**src/design/mfb_pkg.sv**
```systemverilog
package mfb_pkg;

	// register indexes on the configuration port
	localparam logic [2:0] REG_SLAVE_ADDR = 3'd0;
	localparam logic [2:0] REG_FUNC_SEL   = 3'd1;
	localparam logic [2:0] REG_START_REG  = 3'd2;
	localparam logic [2:0] REG_REG_COUNT  = 3'd3;
	localparam logic [2:0] REG_FRAME_FMT  = 3'd4;

	// frame formats
	localparam logic [1:0] FMT_RTU   = 2'd0;
	localparam logic [1:0] FMT_ASCII = 2'd1;

	localparam logic [15:0] CRC_INIT = 16'hFFFF;
	localparam logic [15:0] CRC_POLY = 16'hA001;

	// microprogram layout
	localparam int unsigned PC_W       = 6;
	localparam logic [PC_W-1:0] PC_DISPATCH  = 6'd0;
	localparam logic [PC_W-1:0] PC_RTU       = 6'd1;
	localparam logic [PC_W-1:0] PC_ASCII     = 6'd9;
	localparam logic [PC_W-1:0] PC_TCP       = 6'd26;

	typedef enum logic [3:0] {
		SRC_LIT    = 4'd0,
		SRC_SLAVE  = 4'd1,
		SRC_FUNC   = 4'd2,
		SRC_REG_HI = 4'd3,
		SRC_REG_LO = 4'd4,
		SRC_CNT_HI = 4'd5,
		SRC_CNT_LO = 4'd6,
		SRC_CRC_LO = 4'd7,
		SRC_CRC_HI = 4'd8,
		SRC_LRC    = 4'd9
	} src_t;

	typedef enum logic [1:0] {
		HEX_RAW = 2'd0,
		HEX_HI  = 2'd1,
		HEX_LO  = 2'd2
	} hex_t;

	// one microcode word
	typedef struct packed {
		logic       emit;      // step puts a byte into the output register
		src_t       src;
		hex_t       hex;
		logic       acc;       // fold source byte into CRC and LRC
		logic       last;
		logic       stop;      // end of program
		logic       dispatch;  // jump on frame format
		logic [7:0] lit;
	} uword_t;

	typedef struct packed {
		logic       start;     // a frame request was taken this cycle
		logic       exec;      // current word executes this cycle
		uword_t     word;
	} step_t;

	typedef struct packed {
		logic [7:0]  slave_address;
		logic [2:0]  function_select;
		logic [15:0] start_register;
		logic [15:0] register_count;
		logic [1:0]  frame_format;
	} cfg_t;

	function automatic logic [7:0] func_code(input logic [2:0] sel);
		logic [7:0] code;
		case (sel)
			3'd0:    code = 8'h01;
			3'd1:    code = 8'h03;
			3'd2:    code = 8'h05;
			3'd3:    code = 8'h06;
			default: code = 8'h10;
		endcase
		return code;
	endfunction

	function automatic logic [7:0] hex_char(input logic [3:0] nib);
		logic [7:0] ch;
		if (nib < 4'd10) begin
			ch = 8'h30 + {4'h0, nib};
		end else begin
			ch = 8'h37 + {4'h0, nib};
		end
		return ch;
	endfunction

	// one byte of the reflected CRC-16, bit at a time
	function automatic logic [15:0] crc16_byte(input logic [15:0] crc, input logic [7:0] b);
		logic [15:0] c;
		c = crc ^ {8'h00, b};
		for (int k = 0; k < 8; k++) begin
			if (c[0]) begin
				c = (c >> 1) ^ CRC_POLY;
			end else begin
				c = c >> 1;
			end
		end
		return c;
	endfunction

endpackage

```
**src/design/modbus_request_frame_builder_core.sv**
```systemverilog
// Modbus request frame builder. Each accepted request with request = 1 makes the
// block emit one whole Modbus request frame on the output channel, one byte per
// transfer, with last_byte marking the final byte; a request with request = 0 is
// taken and produces nothing. The frame uses the configured slave address,
// function code (select 0..4 gives 01,03,05,06,10, higher values give 10), start
// register and count, and the format register: 0 RTU (six bytes then CRC-16 low
// byte first, 8 bytes), 1 ASCII (':', hex pairs, LRC pair, CR LF, 17 characters),
// 2 or 3 TCP (MBAP header 00 01 00 00 00 06 then six bytes, 12 bytes). A small
// microprogram in ROM steps through the frame: a dispatch step on the format,
// then one byte per cycle while the output is taken. CRC and LRC are
// accumulated as the data bytes go out, so the check bytes follow directly.
// in_ready is low from the request until the final byte has entered the output
// register; the next request can be taken while that byte still waits. Write
// configuration only between frames.
module modbus_request_frame_builder_core (
	input  logic        clk,
	input  logic        arst_n,
	// configuration write port
	input  logic        cfg_we,
	input  logic [2:0]  cfg_addr,
	input  logic [15:0] cfg_wdata,
	// request channel
	input  logic        in_valid,
	output logic        in_ready,
	input  logic        request,
	// frame byte channel
	output logic        out_valid,
	input  logic        out_ready,
	output logic [7:0]  frame_byte,
	output logic        last_byte
);

	mfb_pkg::cfg_t  cfg_q;
	mfb_pkg::step_t step;
	logic           out_free;

	// configuration registers; indexes past the list are ignored
	always_ff @(posedge clk or negedge arst_n) begin
		if (!arst_n) begin
			cfg_q.slave_address   <= 8'd1;
			cfg_q.function_select <= 3'd1;
			cfg_q.start_register  <= 16'd0;
			cfg_q.register_count  <= 16'd1;
			cfg_q.frame_format    <= mfb_pkg::FMT_RTU;
		end else if (cfg_we) begin
			case (cfg_addr)
				mfb_pkg::REG_SLAVE_ADDR: cfg_q.slave_address   <= cfg_wdata[7:0];
				mfb_pkg::REG_FUNC_SEL:   cfg_q.function_select <= cfg_wdata[2:0];
				mfb_pkg::REG_START_REG:  cfg_q.start_register  <= cfg_wdata;
				mfb_pkg::REG_REG_COUNT:  cfg_q.register_count  <= cfg_wdata;
				mfb_pkg::REG_FRAME_FMT:  cfg_q.frame_format    <= cfg_wdata[1:0];
				default: ;
			endcase
		end
	end

	// step counter and microcode ROM
	mfb_seq u_seq (
		.clk          (clk),
		.arst_n       (arst_n),
		.in_valid     (in_valid),
		.in_ready     (in_ready),
		.request      (request),
		.frame_format (cfg_q.frame_format),
		.out_free     (out_free),
		.step         (step)
	);

	// byte selection, hex encoding, CRC/LRC and output register
	mfb_dp u_dp (
		.clk        (clk),
		.arst_n     (arst_n),
		.cfg        (cfg_q),
		.step       (step),
		.out_free   (out_free),
		.out_valid  (out_valid),
		.out_ready  (out_ready),
		.frame_byte (frame_byte),
		.last_byte  (last_byte)
	);

endmodule

```
**src/design/mfb_rom.sv**
```systemverilog
module mfb_rom (
	input  logic [mfb_pkg::PC_W-1:0] pc,
	output mfb_pkg::uword_t          word
);

	function automatic mfb_pkg::uword_t uw(
		input logic          emit,
		input mfb_pkg::src_t src,
		input mfb_pkg::hex_t hex,
		input logic          acc,
		input logic          last,
		input logic          stop,
		input logic          dispatch,
		input logic [7:0]    lit
	);
		mfb_pkg::uword_t w;
		w.emit     = emit;
		w.src      = src;
		w.hex      = hex;
		w.acc      = acc;
		w.last     = last;
		w.stop     = stop;
		w.dispatch = dispatch;
		w.lit      = lit;
		return w;
	endfunction

	always_comb begin
		case (pc)
			// dispatch on frame format
			6'd0:  word = uw(1'b0, mfb_pkg::SRC_LIT, mfb_pkg::HEX_RAW, 1'b0, 1'b0, 1'b0, 1'b1, 8'h00);
			// RTU
			6'd1:  word = uw(1'b1, mfb_pkg::SRC_SLAVE,  mfb_pkg::HEX_RAW, 1'b1, 1'b0, 1'b0, 1'b0, 8'h00);
			6'd2:  word = uw(1'b1, mfb_pkg::SRC_FUNC,   mfb_pkg::HEX_RAW, 1'b1, 1'b0, 1'b0, 1'b0, 8'h00);
			6'd3:  word = uw(1'b1, mfb_pkg::SRC_REG_HI, mfb_pkg::HEX_RAW, 1'b1, 1'b0, 1'b0, 1'b0, 8'h00);
			6'd4:  word = uw(1'b1, mfb_pkg::SRC_REG_LO, mfb_pkg::HEX_RAW, 1'b1, 1'b0, 1'b0, 1'b0, 8'h00);
			6'd5:  word = uw(1'b1, mfb_pkg::SRC_CNT_HI, mfb_pkg::HEX_RAW, 1'b1, 1'b0, 1'b0, 1'b0, 8'h00);
			6'd6:  word = uw(1'b1, mfb_pkg::SRC_CNT_LO, mfb_pkg::HEX_RAW, 1'b1, 1'b0, 1'b0, 1'b0, 8'h00);
			6'd7:  word = uw(1'b1, mfb_pkg::SRC_CRC_LO, mfb_pkg::HEX_RAW, 1'b0, 1'b0, 1'b0, 1'b0, 8'h00);
			6'd8:  word = uw(1'b1, mfb_pkg::SRC_CRC_HI, mfb_pkg::HEX_RAW, 1'b0, 1'b1, 1'b1, 1'b0, 8'h00);
			// ASCII
			6'd9:  word = uw(1'b1, mfb_pkg::SRC_LIT,    mfb_pkg::HEX_RAW, 1'b0, 1'b0, 1'b0, 1'b0, 8'h3A);
			6'd10: word = uw(1'b1, mfb_pkg::SRC_SLAVE,  mfb_pkg::HEX_HI,  1'b1, 1'b0, 1'b0, 1'b0, 8'h00);
			6'd11: word = uw(1'b1, mfb_pkg::SRC_SLAVE,  mfb_pkg::HEX_LO,  1'b0, 1'b0, 1'b0, 1'b0, 8'h00);
			6'd12: word = uw(1'b1, mfb_pkg::SRC_FUNC,   mfb_pkg::HEX_HI,  1'b1, 1'b0, 1'b0, 1'b0, 8'h00);
			6'd13: word = uw(1'b1, mfb_pkg::SRC_FUNC,   mfb_pkg::HEX_LO,  1'b0, 1'b0, 1'b0, 1'b0, 8'h00);
			6'd14: word = uw(1'b1, mfb_pkg::SRC_REG_HI, mfb_pkg::HEX_HI,  1'b1, 1'b0, 1'b0, 1'b0, 8'h00);
			6'd15: word = uw(1'b1, mfb_pkg::SRC_REG_HI, mfb_pkg::HEX_LO,  1'b0, 1'b0, 1'b0, 1'b0, 8'h00);
			6'd16: word = uw(1'b1, mfb_pkg::SRC_REG_LO, mfb_pkg::HEX_HI,  1'b1, 1'b0, 1'b0, 1'b0, 8'h00);
			6'd17: word = uw(1'b1, mfb_pkg::SRC_REG_LO, mfb_pkg::HEX_LO,  1'b0, 1'b0, 1'b0, 1'b0, 8'h00);
			6'd18: word = uw(1'b1, mfb_pkg::SRC_CNT_HI, mfb_pkg::HEX_HI,  1'b1, 1'b0, 1'b0, 1'b0, 8'h00);
			6'd19: word = uw(1'b1, mfb_pkg::SRC_CNT_HI, mfb_pkg::HEX_LO,  1'b0, 1'b0, 1'b0, 1'b0, 8'h00);
			6'd20: word = uw(1'b1, mfb_pkg::SRC_CNT_LO, mfb_pkg::HEX_HI,  1'b1, 1'b0, 1'b0, 1'b0, 8'h00);
			6'd21: word = uw(1'b1, mfb_pkg::SRC_CNT_LO, mfb_pkg::HEX_LO,  1'b0, 1'b0, 1'b0, 1'b0, 8'h00);
			6'd22: word = uw(1'b1, mfb_pkg::SRC_LRC,    mfb_pkg::HEX_HI,  1'b0, 1'b0, 1'b0, 1'b0, 8'h00);
			6'd23: word = uw(1'b1, mfb_pkg::SRC_LRC,    mfb_pkg::HEX_LO,  1'b0, 1'b0, 1'b0, 1'b0, 8'h00);
			6'd24: word = uw(1'b1, mfb_pkg::SRC_LIT,    mfb_pkg::HEX_RAW, 1'b0, 1'b0, 1'b0, 1'b0, 8'h0D);
			6'd25: word = uw(1'b1, mfb_pkg::SRC_LIT,    mfb_pkg::HEX_RAW, 1'b0, 1'b1, 1'b1, 1'b0, 8'h0A);
			// TCP: MBAP header then PDU
			6'd26: word = uw(1'b1, mfb_pkg::SRC_LIT,    mfb_pkg::HEX_RAW, 1'b0, 1'b0, 1'b0, 1'b0, 8'h00);
			6'd27: word = uw(1'b1, mfb_pkg::SRC_LIT,    mfb_pkg::HEX_RAW, 1'b0, 1'b0, 1'b0, 1'b0, 8'h01);
			6'd28: word = uw(1'b1, mfb_pkg::SRC_LIT,    mfb_pkg::HEX_RAW, 1'b0, 1'b0, 1'b0, 1'b0, 8'h00);
			6'd29: word = uw(1'b1, mfb_pkg::SRC_LIT,    mfb_pkg::HEX_RAW, 1'b0, 1'b0, 1'b0, 1'b0, 8'h00);
			6'd30: word = uw(1'b1, mfb_pkg::SRC_LIT,    mfb_pkg::HEX_RAW, 1'b0, 1'b0, 1'b0, 1'b0, 8'h00);
			6'd31: word = uw(1'b1, mfb_pkg::SRC_LIT,    mfb_pkg::HEX_RAW, 1'b0, 1'b0, 1'b0, 1'b0, 8'h06);
			6'd32: word = uw(1'b1, mfb_pkg::SRC_SLAVE,  mfb_pkg::HEX_RAW, 1'b0, 1'b0, 1'b0, 1'b0, 8'h00);
			6'd33: word = uw(1'b1, mfb_pkg::SRC_FUNC,   mfb_pkg::HEX_RAW, 1'b0, 1'b0, 1'b0, 1'b0, 8'h00);
			6'd34: word = uw(1'b1, mfb_pkg::SRC_REG_HI, mfb_pkg::HEX_RAW, 1'b0, 1'b0, 1'b0, 1'b0, 8'h00);
			6'd35: word = uw(1'b1, mfb_pkg::SRC_REG_LO, mfb_pkg::HEX_RAW, 1'b0, 1'b0, 1'b0, 1'b0, 8'h00);
			6'd36: word = uw(1'b1, mfb_pkg::SRC_CNT_HI, mfb_pkg::HEX_RAW, 1'b0, 1'b0, 1'b0, 1'b0, 8'h00);
			6'd37: word = uw(1'b1, mfb_pkg::SRC_CNT_LO, mfb_pkg::HEX_RAW, 1'b0, 1'b1, 1'b1, 1'b0, 8'h00);
			// unused addresses just end the program
			default: word = uw(1'b0, mfb_pkg::SRC_LIT, mfb_pkg::HEX_RAW, 1'b0, 1'b0, 1'b1, 1'b0, 8'h00);
		endcase
	end

endmodule

```
**src/design/mfb_seq.sv**
```systemverilog
module mfb_seq (
	input  logic                clk,
	input  logic                arst_n,
	input  logic                in_valid,
	output logic                in_ready,
	input  logic                request,
	input  logic [1:0]          frame_format,
	input  logic                out_free,
	output mfb_pkg::step_t      step
);

	logic                    busy_q;
	logic [mfb_pkg::PC_W-1:0] pc_q;
	logic [mfb_pkg::PC_W-1:0] entry;
	mfb_pkg::uword_t         word;
	logic                    take;
	logic                    exec;

	mfb_rom u_rom (
		.pc   (pc_q),
		.word (word)
	);

	assign in_ready = !busy_q;
	assign take     = in_valid && in_ready && request;
	// emitting words wait for room in the output register
	assign exec     = busy_q && (!word.emit || out_free);

	always_comb begin
		case (frame_format)
			mfb_pkg::FMT_RTU:   entry = mfb_pkg::PC_RTU;
			mfb_pkg::FMT_ASCII: entry = mfb_pkg::PC_ASCII;
			default:            entry = mfb_pkg::PC_TCP;
		endcase
	end

	always_ff @(posedge clk or negedge arst_n) begin
		if (!arst_n) begin
			busy_q <= 1'b0;
			pc_q   <= mfb_pkg::PC_DISPATCH;
		end else if (take) begin
			busy_q <= 1'b1;
			pc_q   <= mfb_pkg::PC_DISPATCH;
		end else if (exec) begin
			if (word.stop) begin
				busy_q <= 1'b0;
			end else if (word.dispatch) begin
				pc_q <= entry;
			end else begin
				pc_q <= pc_q + 1'b1;
			end
		end
	end

	assign step.start = take;
	assign step.exec  = exec;
	assign step.word  = word;

endmodule

```
**src/design/mfb_dp.sv**
```systemverilog
module mfb_dp (
	input  logic           clk,
	input  logic           arst_n,
	input  mfb_pkg::cfg_t  cfg,
	input  mfb_pkg::step_t step,
	output logic           out_free,
	output logic           out_valid,
	input  logic           out_ready,
	output logic [7:0]     frame_byte,
	output logic           last_byte
);

	logic [15:0] crc_q;
	logic [7:0]  sum_q;
	logic [7:0]  src_byte;
	logic [7:0]  nxt_byte;
	logic        out_valid_q;
	logic [7:0]  byte_q;
	logic        last_q;

	always_comb begin
		case (step.word.src)
			mfb_pkg::SRC_LIT:    src_byte = step.word.lit;
			mfb_pkg::SRC_SLAVE:  src_byte = cfg.slave_address;
			mfb_pkg::SRC_FUNC:   src_byte = mfb_pkg::func_code(cfg.function_select);
			mfb_pkg::SRC_REG_HI: src_byte = cfg.start_register[15:8];
			mfb_pkg::SRC_REG_LO: src_byte = cfg.start_register[7:0];
			mfb_pkg::SRC_CNT_HI: src_byte = cfg.register_count[15:8];
			mfb_pkg::SRC_CNT_LO: src_byte = cfg.register_count[7:0];
			mfb_pkg::SRC_CRC_LO: src_byte = crc_q[7:0];
			mfb_pkg::SRC_CRC_HI: src_byte = crc_q[15:8];
			mfb_pkg::SRC_LRC:    src_byte = 8'h00 - sum_q;
			default:             src_byte = 8'h00;
		endcase
	end

	always_comb begin
		case (step.word.hex)
			mfb_pkg::HEX_HI: nxt_byte = mfb_pkg::hex_char(src_byte[7:4]);
			mfb_pkg::HEX_LO: nxt_byte = mfb_pkg::hex_char(src_byte[3:0]);
			default:         nxt_byte = src_byte;
		endcase
	end

	// check accumulators
	always_ff @(posedge clk) begin
		if (step.start) begin
			crc_q <= mfb_pkg::CRC_INIT;
			sum_q <= 8'h00;
		end else if (step.exec && step.word.acc) begin
			crc_q <= mfb_pkg::crc16_byte(crc_q, src_byte);
			sum_q <= sum_q + src_byte;
		end
	end

	assign out_free = !out_valid_q || out_ready;

	always_ff @(posedge clk or negedge arst_n) begin
		if (!arst_n) begin
			out_valid_q <= 1'b0;
		end else if (step.exec && step.word.emit) begin
			out_valid_q <= 1'b1;
		end else if (out_ready) begin
			out_valid_q <= 1'b0;
		end
	end

	always_ff @(posedge clk) begin
		if (step.exec && step.word.emit) begin
			byte_q <= nxt_byte;
			last_q <= step.word.last;
		end
	end

	assign out_valid  = out_valid_q;
	assign frame_byte = byte_q;
	assign last_byte  = last_q;

endmodule

```
**config.mk**
```make
export PLATFORM = sky130hd
export DESIGN_NAME = modbus_request_frame_builder_core
export DESIGN_NICKNAME = d
export VERILOG_FILES = /design/src/design/mfb_pkg.sv /design/src/design/modbus_request_frame_builder_core.sv /design/src/design/mfb_rom.sv /design/src/design/mfb_seq.sv /design/src/design/mfb_dp.sv
export SDC_FILE = /design/constraint.sdc
export NUM_CORES = 1
export LEC_CHECK = 0
export BUFFER_PORTS_ARGS = -buffer_cell sky130_fd_sc_hd__buf_2
export CORE_ASPECT_RATIO = 1.75
export CORE_UTILIZATION = 45
export DETAILED_ROUTE_END_ITERATION = 8
export PLACE_DENSITY = 0.67
export SLEW_MARGIN = 20
export SYNTH_ARGS = -nofsm -noshare
export SYNTH_HDL_FRONTEND = slang
export SYNTH_HIERARCHICAL = 1
export SYNTH_SLANG_ARGS = --single-unit
```
**constraint.sdc**
```tcl
create_clock -name clk -period 5.61 [get_ports clk]
set_input_delay 0.2805 -clock clk [delete_from_list [all_inputs] [get_ports clk]]
set_output_delay 0.2805 -clock clk [all_outputs]
set_load 0.02 [all_outputs]
```
==> results <==
- The run finished with clean final reports.
- The sum of buffers and inverters on the critical path is 3.
- Of the cells placed in the final design, the portion with a size suffix greater than 1 is 0.2628.
- Max-cap violations in this run came to 0.
- The final global-route overflow total is 0.
- The synthesized design contains 9 enable-type register cells.
- In this design, the critical path's most frequently occurring cell is a21oi_1.
- The floorplan step set the die width to 86.60 µm.
- On the final layout, the worst clock skew is 0.01051 ns.
- The number of remaining DRC errors is 0.
- The all-layer global routing usage is 0.2222.
- The largest single stage delay on the critical path is 0.51 ns.
- The count of hold buffers inserted by post-cts repair is 0.
- In this run the clock root is driven by a clkbuf_16.
- The finished layout holds 751 standard cells, fillers aside.
- The number of synthesis warnings is 6.
- Once routing completed, OpenROAD measured the worst setup slack at 0.6781 ns.
- Of the synthesized area, sequential elements account for 0.3691.
- After global routing, the most crowded layer is met2.
- At the placement stage, the worst setup path has a slack of 0.6975 ns.
- The aggregate negative setup slack is 0 ns.
- The arrival time at the worst endpoint is 5.21 ns.
- The detailed router finished its first iteration with 309 violations.
- The slowest cell on the critical path is dfrtp_1.
- In this run the standard cell core region covers 12,140 µm².
- The met1 track demand over resource in global routing is 0.2475.
- The biggest area contributor in the post-synthesis netlist is dfrtp_1.
- The critical path is of the reg2reg type.
- After legalization and detailed placement, the total HPWL measured 10,200 µm.
- TritonCTS built the clock tree.
- The final hold violation count was 0.
- The worst setup path startpoint is u_seq/pc_q[0]$_DFFE_PN0P_.
- The number of global-route vias before repair is 4,380.
- After synthesis, the netlist uses 81 different library cells.
- The share of async-settable or async-resettable flops after synthesis is 0.6163.
- The worst register-to-register path begins at u_seq/pc_q[0]$_DFFE_PN0P_.
- The worst register-to-register path ends at u_dp/sum_q[7]$_SDFFE_PP0P_.
- After detailed routing, the total wire length is 13,480 µm.
- At the end of routability-driven placement, the weighted congestion stood at 0.9730.
- Headroom to the max-slew limit came out at 0.3516.
- The data required time at the worst endpoint is 5.88 ns.
- Relative to the synthesized area, the layout overhead comes to 10.68%.
- The count of mapped cells out of synthesis is 556.
- Fill cells in the final layout number 1,103.
- After clock tree synthesis, the setup repair step added 0 buffers.
- The detail route stage leaves a number of antenna-violating nets equal to 0.
- The detail-routed net length per standard cell is 17.94 µm.
- The clock latency of the later-clocked register in the worst-skew pair is 0.34 ns.
- The clock drives 86 sinks.
- The most used standard cell by instance count after synthesis is mux2_2.
- In the final design database the tool counted 626 nets.
- The routed via count divided by cell count is 5.819.
- Setup repair after global routing left no endpoint under its margin.
- The average instance in the mapped netlist occupies 10.14 µm².
- Sorting the synthesized cells by how often they occur yields 55 x mux2_2, 50 x dfrtp_1, 39 x nor2_1, 34 x a21oi_1, 29 x nand2_1.
- For met2 alone, demand over resource in global routing was 0.4079.
- The synthesized netlist occupies a cell area of 5637 µm².
- The initial utilization of the core area, before any placement, comes to 0.4645.
- Including well taps, the total number of placed cells is 734.
- The die covers 12,990 µm².
- Walking the worst path, the cells encountered are inv_1 -> ha_1 -> nor2b_1 -> o41a_1 -> a31oi_2 -> buf_4 -> nor2b_4 -> a221oi_1 -> a211oi_1 -> a211oi_2 -> inv_1 -> ha_1 -> a21o_1 -> a21oi_1 -> o21bai_1 -> a21oi_1 -> o21bai_1 -> a21oi_1 -> xor2_1 -> or3_1 -> a21oi_1.
- The first global-routing pass estimated 22,110 µm of wire.
- The first detailed-routing pass ran for 6 iterations.
- During placement, the flow inserted port buffers numbering 35.
- The placed standard-cell area is 5906 µm².
- The length in cells of the worst reg-to-reg path is 21.
- The die is 150.1 µm tall.
- For met3 alone, demand over resource in global routing was 0.03254.
- 36 I/O pins were placed.
- The count of pins over their slew limit was 0.
- The worst min-delay path class is in2async.
- The TritonCTS buffer count is 9.
- In the post-synthesis netlist, the biggest area contributors are dfrtp_1 22%, mux2_2 11%, dfxtp_1 8.5%.
- The number of antenna diodes in the final layout is 0.
- In this run, post-CTS repair resized a total of 0 instances.
- The initial antenna violation count came to 0.
- In this run the deepest clock path goes through 2 buffers.
- The total setup violations reported at the end of the flow is 0.
- The reg2reg setup slack is 0.68 ns.
- CTS built an H-tree with a depth of 3.
- The routed layout has 4,370 vias.
- Entering global routing, the biggest net connects 54 pins.
- The most used flip-flop cell after synthesis is dfrtp_1.
- The share of synthesized area in the top cell type comes to 0.2220.
- STA classifies the critical path endpoint as a flop.
- The worst-margin pin slew is 0.9651 ns.
- Derived from the worst setup path, the maximum achievable clock frequency is 0.2028 GHz.
- The path length in cells of the critical path is 21.
- The category of cells accounting for the largest share of critical-path delay is compound AO/OA/AOI/OAI gates.
- Dividing the final minimum period by the clock period gives 0.8791.
- The maximum fanout encountered on the critical timing path is 28.
- After floorplanning, the core was divided into 53 placement rows.
- The startpoint type of the worst setup path is a flop.
- The shortest clock period the worst path allows after layout is 4.932 ns.
- After routing the design area is 6238 µm².
- The number of synthesized register bits is 86.
- After clock tree synthesis, the clock-pin slew on the worst setup and hold paths is 0.07 ns.
==> placed cells by master, fill, tap and decap left out, types with 3 or more instances in the layout <==
master and count:
a211o_1 16, or3_1 5, ha_1 19, a31oi_1 4, nand2_1 29, a221oi_1 4, xor2_1 12, inv_1 24
o22ai_1 4, buf_2 35, mux2i_1 9, o21ai_1 4, a21oi_1 34, nor2b_1 10, dfstp_2 3, a22oi_1 4
nor3_1 10, buf_4 11, dfxtp_1 24, a221o_1 4, nand3_1 11, a32o_1 4, and4bb_2 3, xnor2_1 18
nor2_1 39, nor4_1 4, clkbuf_16 11, and2_1 4, nand2b_1 9, a32oi_1 7, o21ai_0 18, nor3b_1 3
dfrtp_1 50, a211oi_1 3, edfxtp_1 9, mux2_2 55, and3_1 9
==> metrics by stage <==
| stage | utilization | hold WS, ns |
|---|---|---|
| 6_report | 0.5141 | 0.04909 |
| 5_1_grt | 0.5141 | 0.1118 |
| 4_1_cts | 0.5129 | 0.08258 |
| 3_5_place_dp | 0.4866 | 0.4414 |
| 3_3_place_gp | 0.4866 | 0.4345 |
| 2_1_floorplan | - | -0.01509 |
==> logic make-up (layout without fill, tap and decap cells) <==
| kind of cell | Yosys count | count (layout) | synth area share |
|---|---|---|---|
| buf+inv | 59 | 88 | 0.05660 |
| simple gates | 159 | 159 | 0.1614 |
| compound gates | 129 | 129 | 0.1685 |
| mux | 68 | 68 | 0.1385 |
| other cells | 1 | 2 | 0.0006653 |
| flops | 86 | 86 | 0.3691 |
| fa+ha+maj | 20 | 20 | 0.04573 |
| xor+xnor | 34 | 34 | 0.05949 |
==> layer usage <==
metal,up-vias,part of all wire
met5,-,0
met1,2124,0.39
li1,2074,-
met3,34,0.033
met2,138,0.53
met4,0,0.038
==> cell type report <==
class | instances | area, µm² | share of cell area
flip-flops and latches | 86 | 2081 | 0.3335
inverters | 25 | 93.84 | 0.01504
clock buffers | 12 | 289.0 | 0.04633
clock inverters | 4 | 30.03 | 0.004813
repair buffers | 47 | 271.5 | 0.04352
well taps | 165 | 206.4 | 0.03309
multi-input cells | 412 | 3267 | 0.5237
==> sequential cells by signal, summed over array words and instances, names as in the netlist <==
signal / flops
u_dp/frame_byte: 8
u_dp/out_valid: 1
cfg_q: 45
u_seq/busy_q: 1
u_dp/last_byte: 1
u_dp/crc_q: 16
u_seq/pc_q: 6
u_dp/sum_q: 8
==> worst max path at each step <==
| stage | slack, ns | end |
|---|---|---|
| floorplan | 1.26 | u_dp/sum_q[7]$_SDFFE_PP0P_ |
| global placement | 0.85 | u_dp/sum_q[7]$_SDFFE_PP0P_ |
| detailed placement | 0.70 | u_dp/sum_q[7]$_SDFFE_PP0P_ |
| CTS | 0.70 | u_dp/sum_q[7]$_SDFFE_PP0P_ |
| global route | 0.22 | u_dp/sum_q[7]$_SDFFE_PP0P_ |
| finish | 0.68 | u_dp/sum_q[7]$_SDFFE_PP0P_ |
Power is left out: the tool's default activity adds up to more than one toggle a clock period on the data nets, which glitch-free logic cannot reach.
